[src/rtl/rcpd_pkg.sv]
package rcpd_pkg;

	// Timestamp widths
	localparam int TIME_WIDTH_DEF = 32;
	localparam int TS_W           = 32;

	// Channel layout
	localparam int NUM_CH    = 4;
	localparam int CH_SPEED  = 0;
	localparam int CH_STEER  = 1;
	localparam int CH_MOW    = 2;
	localparam int CH_SWITCH = 3;

	// Field widths
	localparam int PCT_W   = 9;
	localparam int MOW_W   = 7;
	localparam int DRIVE_W = 10;
	localparam int DIFF_W  = 9;

	// Config port
	localparam int CFG_IDX_W  = 3;
	localparam int CFG_DATA_W = 32;

	typedef enum logic [CFG_IDX_W-1:0] {
		REG_CENTER     = 3'd0,
		REG_DEAD_BAND  = 3'd1,
		REG_ARM_WINDOW = 3'd2,
		REG_SPEED_MIN  = 3'd3,
		REG_MOW_MAX    = 3'd4
	} cfg_reg_t;

	// Percent conversion: pct = diff * 5 / 17, done as (diff * RECIP_MUL) >> RECIP_SHIFT.
	// Exact for diff below DIFF_SAT.
	localparam logic [8:0]  PCT_LIMIT   = 9'd150;
	localparam logic [9:0]  DIFF_SAT    = 10'd510;
	localparam logic [14:0] RECIP_MUL   = 15'd19280;
	localparam int          RECIP_SHIFT = 16;
	localparam int          PROD_W      = 24;
	localparam logic signed [DRIVE_W-1:0] MOW_OFFSET = 10'sd100;

	// Register reset values
	localparam logic [15:0] CENTER_RST     = 16'd1500;
	localparam logic [4:0]  DEAD_BAND_RST  = 5'd5;
	localparam logic [31:0] ARM_WINDOW_RST = 32'd10000000;
	localparam logic [7:0]  SPEED_MIN_RST  = 8'd20;
	localparam logic [7:0]  MOW_MAX_RST    = 8'd20;

	typedef struct packed {
		logic [15:0] center;
		logic [4:0]  dead_band;
		logic [31:0] arm_window;
		logic [7:0]  speed_min;
		logic [7:0]  mow_max;
	} cfg_t;

	// Stage enables from the top level to each lane
	typedef struct packed {
		logic load_s1;
		logic load_s2;
	} lane_ctl_t;

	// What a lane found for the item in its last stage
	typedef struct packed {
		logic                    fall;
		logic signed [PCT_W-1:0] pct;
	} lane_res_t;

endpackage

[src/rtl/rcpd_lane.sv]
module rcpd_lane #(
	parameter int TIME_WIDTH = rcpd_pkg::TIME_WIDTH_DEF
) (
	input  logic                  clk,
	input  logic                  arst_n,
	input  rcpd_pkg::lane_ctl_t   ctl,
	input  logic [TIME_WIDTH-1:0] t,
	input  logic                  level,
	input  logic [15:0]           center,
	input  logic [4:0]            dead_band,
	output rcpd_pkg::lane_res_t   res
);

	logic                  last_level_q;
	logic [TIME_WIDTH-1:0] rise_time_q;

	logic                          fall_s1;
	logic                          neg_s1;
	logic                          sat_s1;
	logic [rcpd_pkg::DIFF_W-1:0]   diff_s1;
	rcpd_pkg::lane_res_t           res_s2;

	logic                  rise;
	logic                  fall;
	logic [TIME_WIDTH-1:0] width;
	logic [TIME_WIDTH-1:0] center_ext;
	logic                  ge;
	logic [TIME_WIDTH-1:0] diff;
	logic                  sat;

	logic [rcpd_pkg::PROD_W-1:0] prod;
	logic [rcpd_pkg::PCT_W-1:0]  mag;
	logic [rcpd_pkg::PCT_W-1:0]  mag_db;
	logic [rcpd_pkg::PCT_W-1:0]  pct;

	// Edge detect and wrapping pulse width against center
	always_comb begin
		rise       = level & ~last_level_q;
		fall       = ~level & last_level_q;
		width      = t - rise_time_q;
		center_ext = TIME_WIDTH'(center);
		ge         = width >= center_ext;
		diff       = ge ? (width - center_ext) : (center_ext - width);
		sat        = diff >= TIME_WIDTH'(rcpd_pkg::DIFF_SAT);
	end

	// Pin state, updated on every input transfer
	always_ff @(posedge clk or negedge arst_n) begin
		if (!arst_n) begin
			last_level_q <= 1'b0;
			rise_time_q  <= '0;
		end else if (ctl.load_s1) begin
			last_level_q <= level;
			if (rise) begin
				rise_time_q <= t;
			end
		end
	end

	// Stage 1
	always_ff @(posedge clk) begin
		if (ctl.load_s1) begin
			fall_s1 <= fall;
			neg_s1  <= ~ge;
			sat_s1  <= sat;
			diff_s1 <= diff[rcpd_pkg::DIFF_W-1:0];
		end
	end

	// Scale by 5/17, saturate, deadband, sign
	always_comb begin
		prod = rcpd_pkg::PROD_W'(diff_s1) * rcpd_pkg::PROD_W'(rcpd_pkg::RECIP_MUL);
		mag  = sat_s1 ? rcpd_pkg::PCT_LIMIT
			: rcpd_pkg::PCT_W'(prod[rcpd_pkg::PROD_W-1:rcpd_pkg::RECIP_SHIFT]);
		mag_db = (mag < rcpd_pkg::PCT_W'(dead_band)) ? '0 : mag;
		pct    = neg_s1 ? (~mag_db + 9'd1) : mag_db;
	end

	// Stage 2
	always_ff @(posedge clk) begin
		if (ctl.load_s2) begin
			res_s2.fall <= fall_s1;
			res_s2.pct  <= pct;
		end
	end

	assign res = res_s2;

endmodule

[src/rtl/rcpd_merge.sv]
module rcpd_merge (
	input  logic                                    clk,
	input  logic                                    arst_n,
	input  logic                                    load,
	input  rcpd_pkg::lane_res_t [rcpd_pkg::NUM_CH-1:0] lane_res,
	input  logic                                    win,
	input  rcpd_pkg::cfg_t                          cfg,
	output logic signed [rcpd_pkg::PCT_W-1:0]       speed_pct,
	output logic signed [rcpd_pkg::PCT_W-1:0]       steer_pct,
	output logic [rcpd_pkg::MOW_W-1:0]              mow_pct,
	output logic signed [rcpd_pkg::PCT_W-1:0]       switch_pct,
	output logic signed [rcpd_pkg::DRIVE_W-1:0]     left_drive,
	output logic signed [rcpd_pkg::DRIVE_W-1:0]     right_drive,
	output logic [rcpd_pkg::MOW_W-1:0]              mow_drive,
	output logic                                    armed
);

	logic signed [rcpd_pkg::PCT_W-1:0] cv_q [rcpd_pkg::NUM_CH];
	logic                              armed_q;

	logic signed [rcpd_pkg::PCT_W-1:0]   cv_n [rcpd_pkg::NUM_CH];
	logic signed [rcpd_pkg::DRIVE_W-1:0] mow_sum;
	logic signed [rcpd_pkg::PCT_W-1:0]   mow_val;
	logic [rcpd_pkg::PCT_W-1:0]          speed_mag;
	logic                                arm_hit;
	logic                                armed_n;
	logic signed [rcpd_pkg::DRIVE_W-1:0] speed_x;
	logic signed [rcpd_pkg::DRIVE_W-1:0] steer_x;
	logic signed [rcpd_pkg::DRIVE_W-1:0] steer_sgn;
	logic signed [rcpd_pkg::DRIVE_W-1:0] left_n;
	logic signed [rcpd_pkg::DRIVE_W-1:0] right_n;

	// Mow channel rescale: max(0, (p + 100) / 2)
	always_comb begin
		mow_sum = rcpd_pkg::DRIVE_W'(lane_res[rcpd_pkg::CH_MOW].pct) + rcpd_pkg::MOW_OFFSET;
		mow_val = (mow_sum > 10'sd0) ? rcpd_pkg::PCT_W'(mow_sum >>> 1) : '0;
	end

	// Channel values after this item's falling edges
	always_comb begin
		for (int i = 0; i < rcpd_pkg::NUM_CH; i++) begin
			cv_n[i] = cv_q[i];
			if (lane_res[i].fall) begin
				cv_n[i] = (i == rcpd_pkg::CH_MOW) ? mow_val : lane_res[i].pct;
			end
		end
	end

	// Sticky arm test and differential mix
	always_comb begin
		speed_mag = cv_n[rcpd_pkg::CH_SPEED][rcpd_pkg::PCT_W-1]
			? rcpd_pkg::PCT_W'(-cv_n[rcpd_pkg::CH_SPEED])
			: rcpd_pkg::PCT_W'(cv_n[rcpd_pkg::CH_SPEED]);
		arm_hit = win
			&& (speed_mag > rcpd_pkg::PCT_W'(cfg.speed_min))
			&& (rcpd_pkg::PCT_W'(cv_n[rcpd_pkg::CH_MOW]) < rcpd_pkg::PCT_W'(cfg.mow_max));
		armed_n   = armed_q | arm_hit;
		speed_x   = rcpd_pkg::DRIVE_W'(cv_n[rcpd_pkg::CH_SPEED]);
		steer_x   = rcpd_pkg::DRIVE_W'(cv_n[rcpd_pkg::CH_STEER]);
		steer_sgn = speed_x[rcpd_pkg::DRIVE_W-1] ? -steer_x : steer_x;
		left_n    = speed_x - steer_sgn;
		right_n   = speed_x + steer_sgn;
	end

	// Channel state and arm flag
	always_ff @(posedge clk or negedge arst_n) begin
		if (!arst_n) begin
			for (int i = 0; i < rcpd_pkg::NUM_CH; i++) begin
				cv_q[i] <= '0;
			end
			armed_q <= 1'b0;
		end else if (load) begin
			for (int i = 0; i < rcpd_pkg::NUM_CH; i++) begin
				cv_q[i] <= cv_n[i];
			end
			armed_q <= armed_n;
		end
	end

	// Output register
	always_ff @(posedge clk) begin
		if (load) begin
			speed_pct   <= cv_n[rcpd_pkg::CH_SPEED];
			steer_pct   <= cv_n[rcpd_pkg::CH_STEER];
			mow_pct     <= cv_n[rcpd_pkg::CH_MOW][rcpd_pkg::MOW_W-1:0];
			switch_pct  <= cv_n[rcpd_pkg::CH_SWITCH];
			left_drive  <= armed_n ? left_n : '0;
			right_drive <= armed_n ? right_n : '0;
			mow_drive   <= armed_n ? cv_n[rcpd_pkg::CH_MOW][rcpd_pkg::MOW_W-1:0] : '0;
			armed       <= armed_n;
		end
	end

endmodule

[src/rtl/rc_pulse_decoder_mixer_core.sv]
// Three register stages: two lane stages and the merge output register. The first is
// loaded at the input transfer edge; out_valid rises as the merge output register loads.
// Throughput: one item per cycle, set by four parallel lanes, unless out_ready stalls.
// The pipeline stages advance independently, so bubbles are filled while a result waits.
// Reset (arst_n low, asynchronous): pipeline empty, pin levels low, rise times and
// channel values zero, disarmed, registers back to their default values.
module rc_pulse_decoder_mixer_core #(
	parameter int TIME_WIDTH = rcpd_pkg::TIME_WIDTH_DEF
) (
	input  logic                                  clk,
	input  logic                                  arst_n,
	input  logic                                  cfg_we,
	input  logic [rcpd_pkg::CFG_IDX_W-1:0]        cfg_index,
	input  logic [rcpd_pkg::CFG_DATA_W-1:0]       cfg_data,
	input  logic                                  in_valid,
	output logic                                  in_ready,
	input  logic [rcpd_pkg::TS_W-1:0]             time_us,
	input  logic                                  speed_level,
	input  logic                                  steer_level,
	input  logic                                  mow_level,
	input  logic                                  switch_level,
	output logic                                  out_valid,
	input  logic                                  out_ready,
	output logic signed [rcpd_pkg::PCT_W-1:0]     speed_pct,
	output logic signed [rcpd_pkg::PCT_W-1:0]     steer_pct,
	output logic [rcpd_pkg::MOW_W-1:0]            mow_pct,
	output logic signed [rcpd_pkg::PCT_W-1:0]     switch_pct,
	output logic signed [rcpd_pkg::DRIVE_W-1:0]   left_drive,
	output logic signed [rcpd_pkg::DRIVE_W-1:0]   right_drive,
	output logic [rcpd_pkg::MOW_W-1:0]            mow_drive,
	output logic                                  armed
);

	localparam int CMP_W = (TIME_WIDTH > rcpd_pkg::TS_W) ? TIME_WIDTH : rcpd_pkg::TS_W;

	rcpd_pkg::cfg_t cfg_q;

	logic v_s1;
	logic v_s2;
	logic out_valid_q;
	logic win_s1;
	logic win_s2;

	logic adv1;
	logic adv2;
	logic adv3;
	logic in_xfer;
	logic merge_load;

	logic [CMP_W-1:0]      time_ext;
	logic [TIME_WIDTH-1:0] t;
	logic                  win;

	rcpd_pkg::lane_ctl_t                         ctl;
	rcpd_pkg::lane_res_t [rcpd_pkg::NUM_CH-1:0] lane_res;
	logic [rcpd_pkg::NUM_CH-1:0]                levels;

	// Config register writes
	always_ff @(posedge clk or negedge arst_n) begin
		if (!arst_n) begin
			cfg_q.center     <= rcpd_pkg::CENTER_RST;
			cfg_q.dead_band  <= rcpd_pkg::DEAD_BAND_RST;
			cfg_q.arm_window <= rcpd_pkg::ARM_WINDOW_RST;
			cfg_q.speed_min  <= rcpd_pkg::SPEED_MIN_RST;
			cfg_q.mow_max    <= rcpd_pkg::MOW_MAX_RST;
		end else if (cfg_we) begin
			case (rcpd_pkg::cfg_reg_t'(cfg_index))
				rcpd_pkg::REG_CENTER:     cfg_q.center     <= cfg_data[15:0];
				rcpd_pkg::REG_DEAD_BAND:  cfg_q.dead_band  <= cfg_data[4:0];
				rcpd_pkg::REG_ARM_WINDOW: cfg_q.arm_window <= cfg_data[31:0];
				rcpd_pkg::REG_SPEED_MIN:  cfg_q.speed_min  <= cfg_data[7:0];
				rcpd_pkg::REG_MOW_MAX:    cfg_q.mow_max    <= cfg_data[7:0];
				default: ;
			endcase
		end
	end

	// Stage advance: each stage moves when it is empty or its successor moves
	always_comb begin
		adv3       = ~out_valid_q | out_ready;
		adv2       = ~v_s2 | adv3;
		adv1       = ~v_s1 | adv2;
		in_xfer    = in_valid & adv1;
		merge_load = v_s2 & adv3;
		ctl.load_s1 = in_xfer;
		ctl.load_s2 = v_s1 & adv2;
	end

	assign in_ready  = adv1;
	assign out_valid = out_valid_q;

	always_ff @(posedge clk or negedge arst_n) begin
		if (!arst_n) begin
			v_s1        <= 1'b0;
			v_s2        <= 1'b0;
			out_valid_q <= 1'b0;
		end else begin
			if (adv1) begin
				v_s1 <= in_valid;
			end
			if (adv2) begin
				v_s2 <= v_s1;
			end
			if (adv3) begin
				out_valid_q <= v_s2;
			end
		end
	end

	// Timestamp mask and arm window check
	always_comb begin
		time_ext = CMP_W'(time_us);
		t        = time_ext[TIME_WIDTH-1:0];
		win      = CMP_W'(t) < CMP_W'(cfg_q.arm_window);
	end

	always_ff @(posedge clk) begin
		if (ctl.load_s1) begin
			win_s1 <= win;
		end
		if (ctl.load_s2) begin
			win_s2 <= win_s1;
		end
	end

	assign levels[rcpd_pkg::CH_SPEED]  = speed_level;
	assign levels[rcpd_pkg::CH_STEER]  = steer_level;
	assign levels[rcpd_pkg::CH_MOW]    = mow_level;
	assign levels[rcpd_pkg::CH_SWITCH] = switch_level;

	// One decode lane per receiver channel
	for (genvar i = 0; i < rcpd_pkg::NUM_CH; i++) begin : g_lane
		rcpd_lane #(
			.TIME_WIDTH(TIME_WIDTH)
		) u_lane (
			.clk      (clk),
			.arst_n   (arst_n),
			.ctl      (ctl),
			.t        (t),
			.level    (levels[i]),
			.center   (cfg_q.center),
			.dead_band(cfg_q.dead_band),
			.res      (lane_res[i])
		);
	end

	// Merge: channel state, arming, mixing, output register
	rcpd_merge u_merge (
		.clk        (clk),
		.arst_n     (arst_n),
		.load       (merge_load),
		.lane_res   (lane_res),
		.win        (win_s2),
		.cfg        (cfg_q),
		.speed_pct  (speed_pct),
		.steer_pct  (steer_pct),
		.mow_pct    (mow_pct),
		.switch_pct (switch_pct),
		.left_drive (left_drive),
		.right_drive(right_drive),
		.mow_drive  (mow_drive),
		.armed      (armed)
	);

endmodule

[config.mk]
export PLATFORM = sky130hd
export DESIGN_NAME = rc_pulse_decoder_mixer_core
export DESIGN_NICKNAME = d
export VERILOG_FILES = /design/src/rtl/rcpd_pkg.sv /design/src/rtl/rcpd_lane.sv /design/src/rtl/rcpd_merge.sv /design/src/rtl/rc_pulse_decoder_mixer_core.sv
export SDC_FILE = /design/constraint.sdc
export NUM_CORES = 2
export LEC_CHECK = 0
export ABC_AREA = 1
export BUFFER_PORTS_ARGS = -buffer_cell sky130_fd_sc_hd__buf_2
export CAP_MARGIN = 15
export CORE_MARGIN = 4
export CORE_UTILIZATION = 46
export CTS_CLUSTER_SIZE = 24
export DETAILED_ROUTE_END_ITERATION = 8
export PLACE_DENSITY = 0.63
export RECOVER_POWER = 25
export SKIP_LAST_GASP = 1
export SLEW_MARGIN = 20
export SYNTH_ARGS = -nofsm -noshare
export SYNTH_HDL_FRONTEND = slang
export SYNTH_SLANG_ARGS = --single-unit
[constraint.sdc]
create_clock -name clk -period 7.9 [get_ports clk]
set_input_delay 0.395 -clock clk [delete_from_list [all_inputs] [get_ports clk]]
set_output_delay 0.395 -clock clk [all_outputs]
set_load 0.1 [all_outputs]
Word level (Yosys, flattened, before mapping)
Cells that the tools add are included.

Bits in registers: 393. Word-level logic and storage cells: 169. Output and inout bits: 64.

Add/sub/neg operators: 21. Bitwise logic cells: 34. Multiplexer cells: 23. $mul: 4. Reductions and logical operators: 12. Magnitude comparators: 16. Equality and inequality tests: 4.

Operator list (number): 32-bit by 16-bit >= comparator with 1-bit output (4); 32-bit by 9-bit >= comparator with 1-bit output, second input constant (4); 32-bit 2-to-1 mux (4); 16-bit by 32-bit subtractor with 32-bit output (4); 32-bit by 16-bit subtractor with 32-bit output (4); 32-bit subtractor (4); 9-bit 2-to-1 mux (14); 9-bit by 11-bit multiplier with 20-bit output, second input constant (4); 9-bit by 1-bit adder with 9-bit output, second input constant (4); 9-bit by 5-bit less-than comparator with 1-bit output (4); 9-bit inverter (4); 32-bit less-than comparator (1); 8-bit 2-to-1 mux (4); 2-bit AND reduction (9); 1-bit inverter (15); 1-bit bitwise AND (11); 9-bit by 10-bit adder with 10-bit output (1); 9-bit by 8-bit adder with 10-bit output, second input constant (1); 10-bit by 1-bit > comparator with 1-bit output, second input constant (1); 10-bit 2-to-1 mux (1); 9-bit negation with 10-bit output (1); 9-bit by 10-bit subtractor with 10-bit output (1); 9-bit by 8-bit > comparator with 1-bit output (1); 9-bit by 8-bit less-than comparator with 1-bit output (1); 7 further kinds (12).

Longest topological paths before layout
Depth after elaboration: 7. Mapped depth: 32. Mapped depth without buffers: 32.

Hierarchy
Synthesis repeated with hierarchy kept, for this count alone.

Cells, all modules: 7182. Area total of the unflattened synthesis: 47215.3 µm².

Modules (own cells, without submodules): rcpd_lane (g_lane[3].u_lane) (cells an instance 1566, instances 1, seq. area each 1486.4 µm², area each 9546.7 µm²); rcpd_lane (g_lane[2].u_lane) (cells an instance 1531, instances 1, seq. area each 1486.4 µm², area each 9449.1 µm²); rcpd_lane (g_lane[1].u_lane) (cells an instance 1548, instances 1, seq. area each 1486.4 µm², area each 9446.6 µm²); rcpd_lane (g_lane[0].u_lane) (cells an instance 1493, instances 1, seq. area each 1486.4 µm², area each 9301.4 µm²); rcpd_merge (cells an instance 651, instances 1, seq. area each 2757.6 µm², area each 5753.0 µm²); rc_pulse_decoder_mixer_core (cells an instance 393, instances 1, seq. area each 1888.1 µm², area each 3718.6 µm²).

Least setup slack after synthesis
No wires, ideal clock.

Kind: reg-to-reg. Start: register g_lane[3].u_lane.diff_s1[6] (netlist bit). End: register g_lane[3].u_lane.res_s2 (netlist bit g_lane[3].u_lane.res[8]), data pin. Path slack: 2.476 ns. Buffers on the path: 0. Stages on the path, launching flop included: 31. Arrival time: 5.157 ns. Data required time: 7.633 ns. Cells stage by stage: edfxtp_1 ha_1 xor2_1 ha_1 fa_1 inv_1 fa_1 inv_1 ha_1 a21oi_1 o21a_1 o21ai_0 nand2_1 nand2_1 nand2_1 nand2_1 nand2_1 nand2_1 o21ai_0 a21oi_1 ha_1 nand2_1 inv_1 a221oi_1 a21boi_0 nand3_1 nand2_1 ha_1 nand3_1 o21ai_0 o21ai_0.

Cells in the longest elaborated chain, start to end: 7.

Ends and longest elaborated chain: start: declaration (RTL line rcpd_lane.sv:20) `logic [rcpd_pkg::DIFF_W-1:0] diff_s1;`; start signal: assignment (RTL line rcpd_lane.sv:66) `diff_s1 <= diff[rcpd_pkg::DIFF_W-1:0];`; 9-bit by 11-bit multiplier with 20-bit output * (RTL line rcpd_lane.sv:72) `prod = rcpd_pkg::PROD_W'(diff_s1) * rcpd_pkg::PROD_W'(rcpd_pkg::RECIP_MUL);`; 8-bit 2-to-1 mux * (RTL line rcpd_lane.sv:73) `mag = sat_s1 ? rcpd_pkg::PCT_LIMIT`; 9-bit by 5-bit less-than comparator with 1-bit output (RTL line rcpd_lane.sv:75) `mag_db = (mag < rcpd_pkg::PCT_W'(dead_band)) ? '0 : mag;`; 9-bit 2-to-1 mux * (RTL line rcpd_lane.sv:75); 9-bit inverter * (RTL line rcpd_lane.sv:76) `pct = neg_s1 ? (~mag_db + 9'd1) : mag_db;`; 9-bit by 1-bit adder with 9-bit output * (RTL line rcpd_lane.sv:76); 9-bit 2-to-1 mux * (RTL line rcpd_lane.sv:76); end: declaration (RTL line rcpd_lane.sv:21) `rcpd_pkg::lane_res_t res_s2;`.

Every way passes the cells marked *; elsewhere a longest branch is shown, timed or not. A chain may end at the register's enable or synchronous reset.

Worst setup path after layout
Start: register g_lane[1].u_lane.diff_s1[6] (netlist bit). End: register g_lane[1].u_lane.res_s2 (netlist bit g_lane[1].u_lane.res[8]), data pin.

Cells in the longest elaborated chain, start to end: 7.

Ends and longest elaborated chain (RTL line): start: declaration (rcpd_lane.sv:20); start signal: assignment (rcpd_lane.sv:66); 9-bit by 11-bit multiplier with 20-bit output * (rcpd_lane.sv:72); 8-bit 2-to-1 mux * (rcpd_lane.sv:73); 9-bit by 5-bit less-than comparator with 1-bit output (rcpd_lane.sv:75); 9-bit 2-to-1 mux * (rcpd_lane.sv:75); 9-bit inverter * (rcpd_lane.sv:76); 9-bit by 1-bit adder with 9-bit output * (rcpd_lane.sv:76); 9-bit 2-to-1 mux * (rcpd_lane.sv:76); end: declaration (rcpd_lane.sv:21).

Marks and branches as above.

==> results_dict.tcl <==
set metrics [dict create \
    layout_commonest_cell "nand2_1" \
    dieArea_sq_um 102500 \
    path_common_cell "nand2_1" \
    antenna_found_initial 4 \
    synthAdderAreaFrac 0.1866 \
    use_met2 0.4543 \
    core_area_sq_um 96710 \
    vias 42950 \
    die_w_um 320.1 \
    layout_common_cells "2089 x nand2_1, 1279 x inv_1, 550 x ha_1, 528 x nor2_1, 431 x o21ai_0" \
    critical_path.max_fanout 6 \
    synth_top_area_share 0.1750 \
    synthXorXnorAreaFrac 0.04690 \
    portBuffers 139 \
    reg2reg_setup_slack_ns 1.97 \
    maxCapViolCount 3 \
    rows 114 \
    seq_area_frac_synth 0.2363 \
    ys.warnings.count 0 \
    yosysUniqueCellTypes 65 \
    placed_cells 8143 \
    syn_avg_cell_area_sq_um 6.572 \
    top_usage_layer "met2" \
    synth_top_family_by_area "simple AND/OR/NAND/NOR gates" \
    mappedNetlistArea_sq_um 44820 \
    cts.clk_slew.worst_paths_ns 0.06 \
    worstMarginPinSlew_ns 4.000 \
    cts_sinks 392 \
    io-pin-count 140 \
    clk_path_buf_depth 3 \
    synth_edf_count 151 \
    critPathMaxStageDelay_ns 0.57 \
    htreeDepth 2 \
    initial_core_util 0.4635 \
    synth.area.mux_share 0 \
    fmax_mhz 168.6 \
    synth_compound_area_frac 0.1123 \
    synth_area_leader_cell "nand2_1" \
    synthCells 6820 \
    drc 0 \
    cts_tree "built" \
    numCtsBuffers 49 \
    postRouteAntennaNets 0 \
    grtUsageMet1 0.3942 \
    violations "capacitance limit, slew limit" \
    cp_top_family "adder cells" \
    report.final.slew_viol_count 178 \
    hpwl_um 122700 \
    setup_tns_ns 0 \
    crit_required_ns 8.25 \
    yosys-top-cells-area "nand2_1 17%, ha_1 15%, dfrtp_1 12%" \
    drt_wl_total_um 145500 \
    drive_gt1_frac 0.05648 \
    endpoint_kind "flop" \
    num-fill-cells 10250 \
    gp_congestion 0.9835 \
    period_share 0.7508 \
    root_buffer "clkbuf_16" \
    grt_pass1_vias 39960 \
    final_cells 8254 \
    drt-initial-drc-count 3653 \
    wl_per_cell_um 17.63 \
    post-cts-setup-buffers 0 \
    rsz0062_at_grt "no" \
    max_slew_margin -1.667 \
    hold_violations 0 \
    firstDrtPassIters 6 \
    synth-seq-cells 392 \
    finalSetupViolations 0 \
    syn2layout_area_growth_pct 8.467 \
    critPathKind "reg2reg" \
    vias_per_cell 5.203 \
    nets 7636 \
    startpoint_type "flop" \
    grt_overflow 0 \
    async_reset_ff_frac 0.6148 \
    fin_crit_ns 5.931 \
    syn_nets 7520 \
    grt_max_degree 132 \
    cts_hold_buffers 18 \
    die_height_um 320.1 \
    skew_ns 0.02930 \
    outcome "complete, but fails checks" \
    cts_resized 0 \
    path_buf_inv 2 \
    clk_latency_ns 0.64 \
    grtUsageTotal 0.2789 \
    synthSimpleGateAreaFrac 0.2982 \
    grt_pass1_wl_um 227000 \
    post_dp_cell_area_sq_um 46790 \
    arrival_ns 6.28 \
    synth_ff_type "dfrtp_1" \
    finalInstanceArea_sq_um 48610 \
    cp_slowest_cell "fa_1" \
    met3_usage 0.02972 \
    hold_class "in2reg" \
]
[synth_stat cells, drive strengths merged, types with 2 or more instances]
cell,count
clkinv,3
o21a,15
nand3b,20
dfrtp,220
clkbuf,86
o31ai,14
and2,6
fa,74
a211oi,8
o22ai,7
a31oi,14
a21o,24
o211ai,8
nand2,2129
dfstp,21
o311ai,4
nor2,559
nand4,82
o21ai,444
or2,25
o221ai,3
xnor2,36
inv,1302
nor3,68
a21oi,328
buf,19
a21boi,9
o2111ai,5
nand3,328
a31o,3
o21bai,30
ha,550
and3,4
nor3b,2
xor2,204
a221oi,2
edfxtp,151
nor4,5
[flip-flops by register name, indices dropped and copies added (netlist names), 10 cells and up]
register and flops:
cfg_q 69, u_merge.cv_q 36, g_lane.u_lane.rise_time_q 128, g_lane.u_lane.diff_s1 36
u_merge.right_drive 10, g_lane.u_lane.res 40
[worst reg2reg max path: cells and delay by family (launching register included)]
family / cells / cell delay [ns]
AO/OA/AOI/OAI: 8 / 1.13
XOR/XNOR: 1 / 0.23
adder cells (fa/ha/maj): 7 / 2.49
buffers and inverters: 2 / 0.11
flip-flops: 1 / 0.50
AND/OR/NAND/NOR: 11 / 1.20
[logic make-up after synthesis]
family,Yosys count
XOR/XNOR,240
adder cells (fa/ha/maj),624
AO/OA/AOI/OAI,925
buffers and inverters,1410
AND/OR/NAND/NOR,3229
flip-flops,392
[worst paths after layout]
| path | startpoint | endpoint | depth (start not counted) |
|---|---|---|---|
| hold reg to reg | g_lane[3].u_lane.fall_s1$_DFFE_PP_ | g_lane[3].u_lane.res[9]$_DFFE_PP_ | 0 |
| setup / recovery | g_lane[1].u_lane.diff_s1[6]$_DFFE_PP_ | g_lane[1].u_lane.res[8]$_SDFFCE_PN0P_ | 29 |
| min in group asynchronous | arst_n | g_lane[0].u_lane.rise_time_q[23]$_DFFE_PN0P_ | 2 |
| max in group asynchronous | arst_n | g_lane[2].u_lane.rise_time_q[1]$_DFFE_PN0P_ | 3 |
| hold / removal | cfg_data[28] | cfg_q[44]$_DFFE_PN0P_ | 3 |
| setup reg to reg | g_lane[1].u_lane.diff_s1[6]$_DFFE_PP_ | g_lane[1].u_lane.res[8]$_SDFFCE_PN0P_ | 29 |
[per-stage QoR]
| stage | hold slack (ns) | util | setup WS (ns) |
|---|---|---|---|
| finish | 0.02996 | 0.5027 | 1.969 |
| global placement | 0.3926 | 0.4838 | 2.002 |
| global route | 0.05934 | 0.5026 | 1.063 |
| CTS | 0.004799 | 0.5028 | 1.983 |
| floorplan | 0.09941 | - | 2.476 |
| detailed placement | 0.3946 | 0.4838 | 1.995 |
[layout make-up]
type	instances	area, sq um	area share
well taps	1276	1597	0.03284
clock buffers	57	1276	0.02625
multi-input cells	5018	28890	0.5943
inverters	1305	4898	0.1008
flip-flops and latches	392	10590	0.2179
diodes	2	5.005	0.0001029
clock inverters	34	379.1	0.007798
repair buffers	170	974.7	0.02005
[per-layer routing]
metal,routed length [um],vias up
met4,4464,2
met1,67590,19750
met3,8646,189
met2,64830,1249
met5,13,-
li1,-,21760
Power is not shown: default switching activity piles up to over one toggle a cycle in this logic, so the estimate is an artifact.
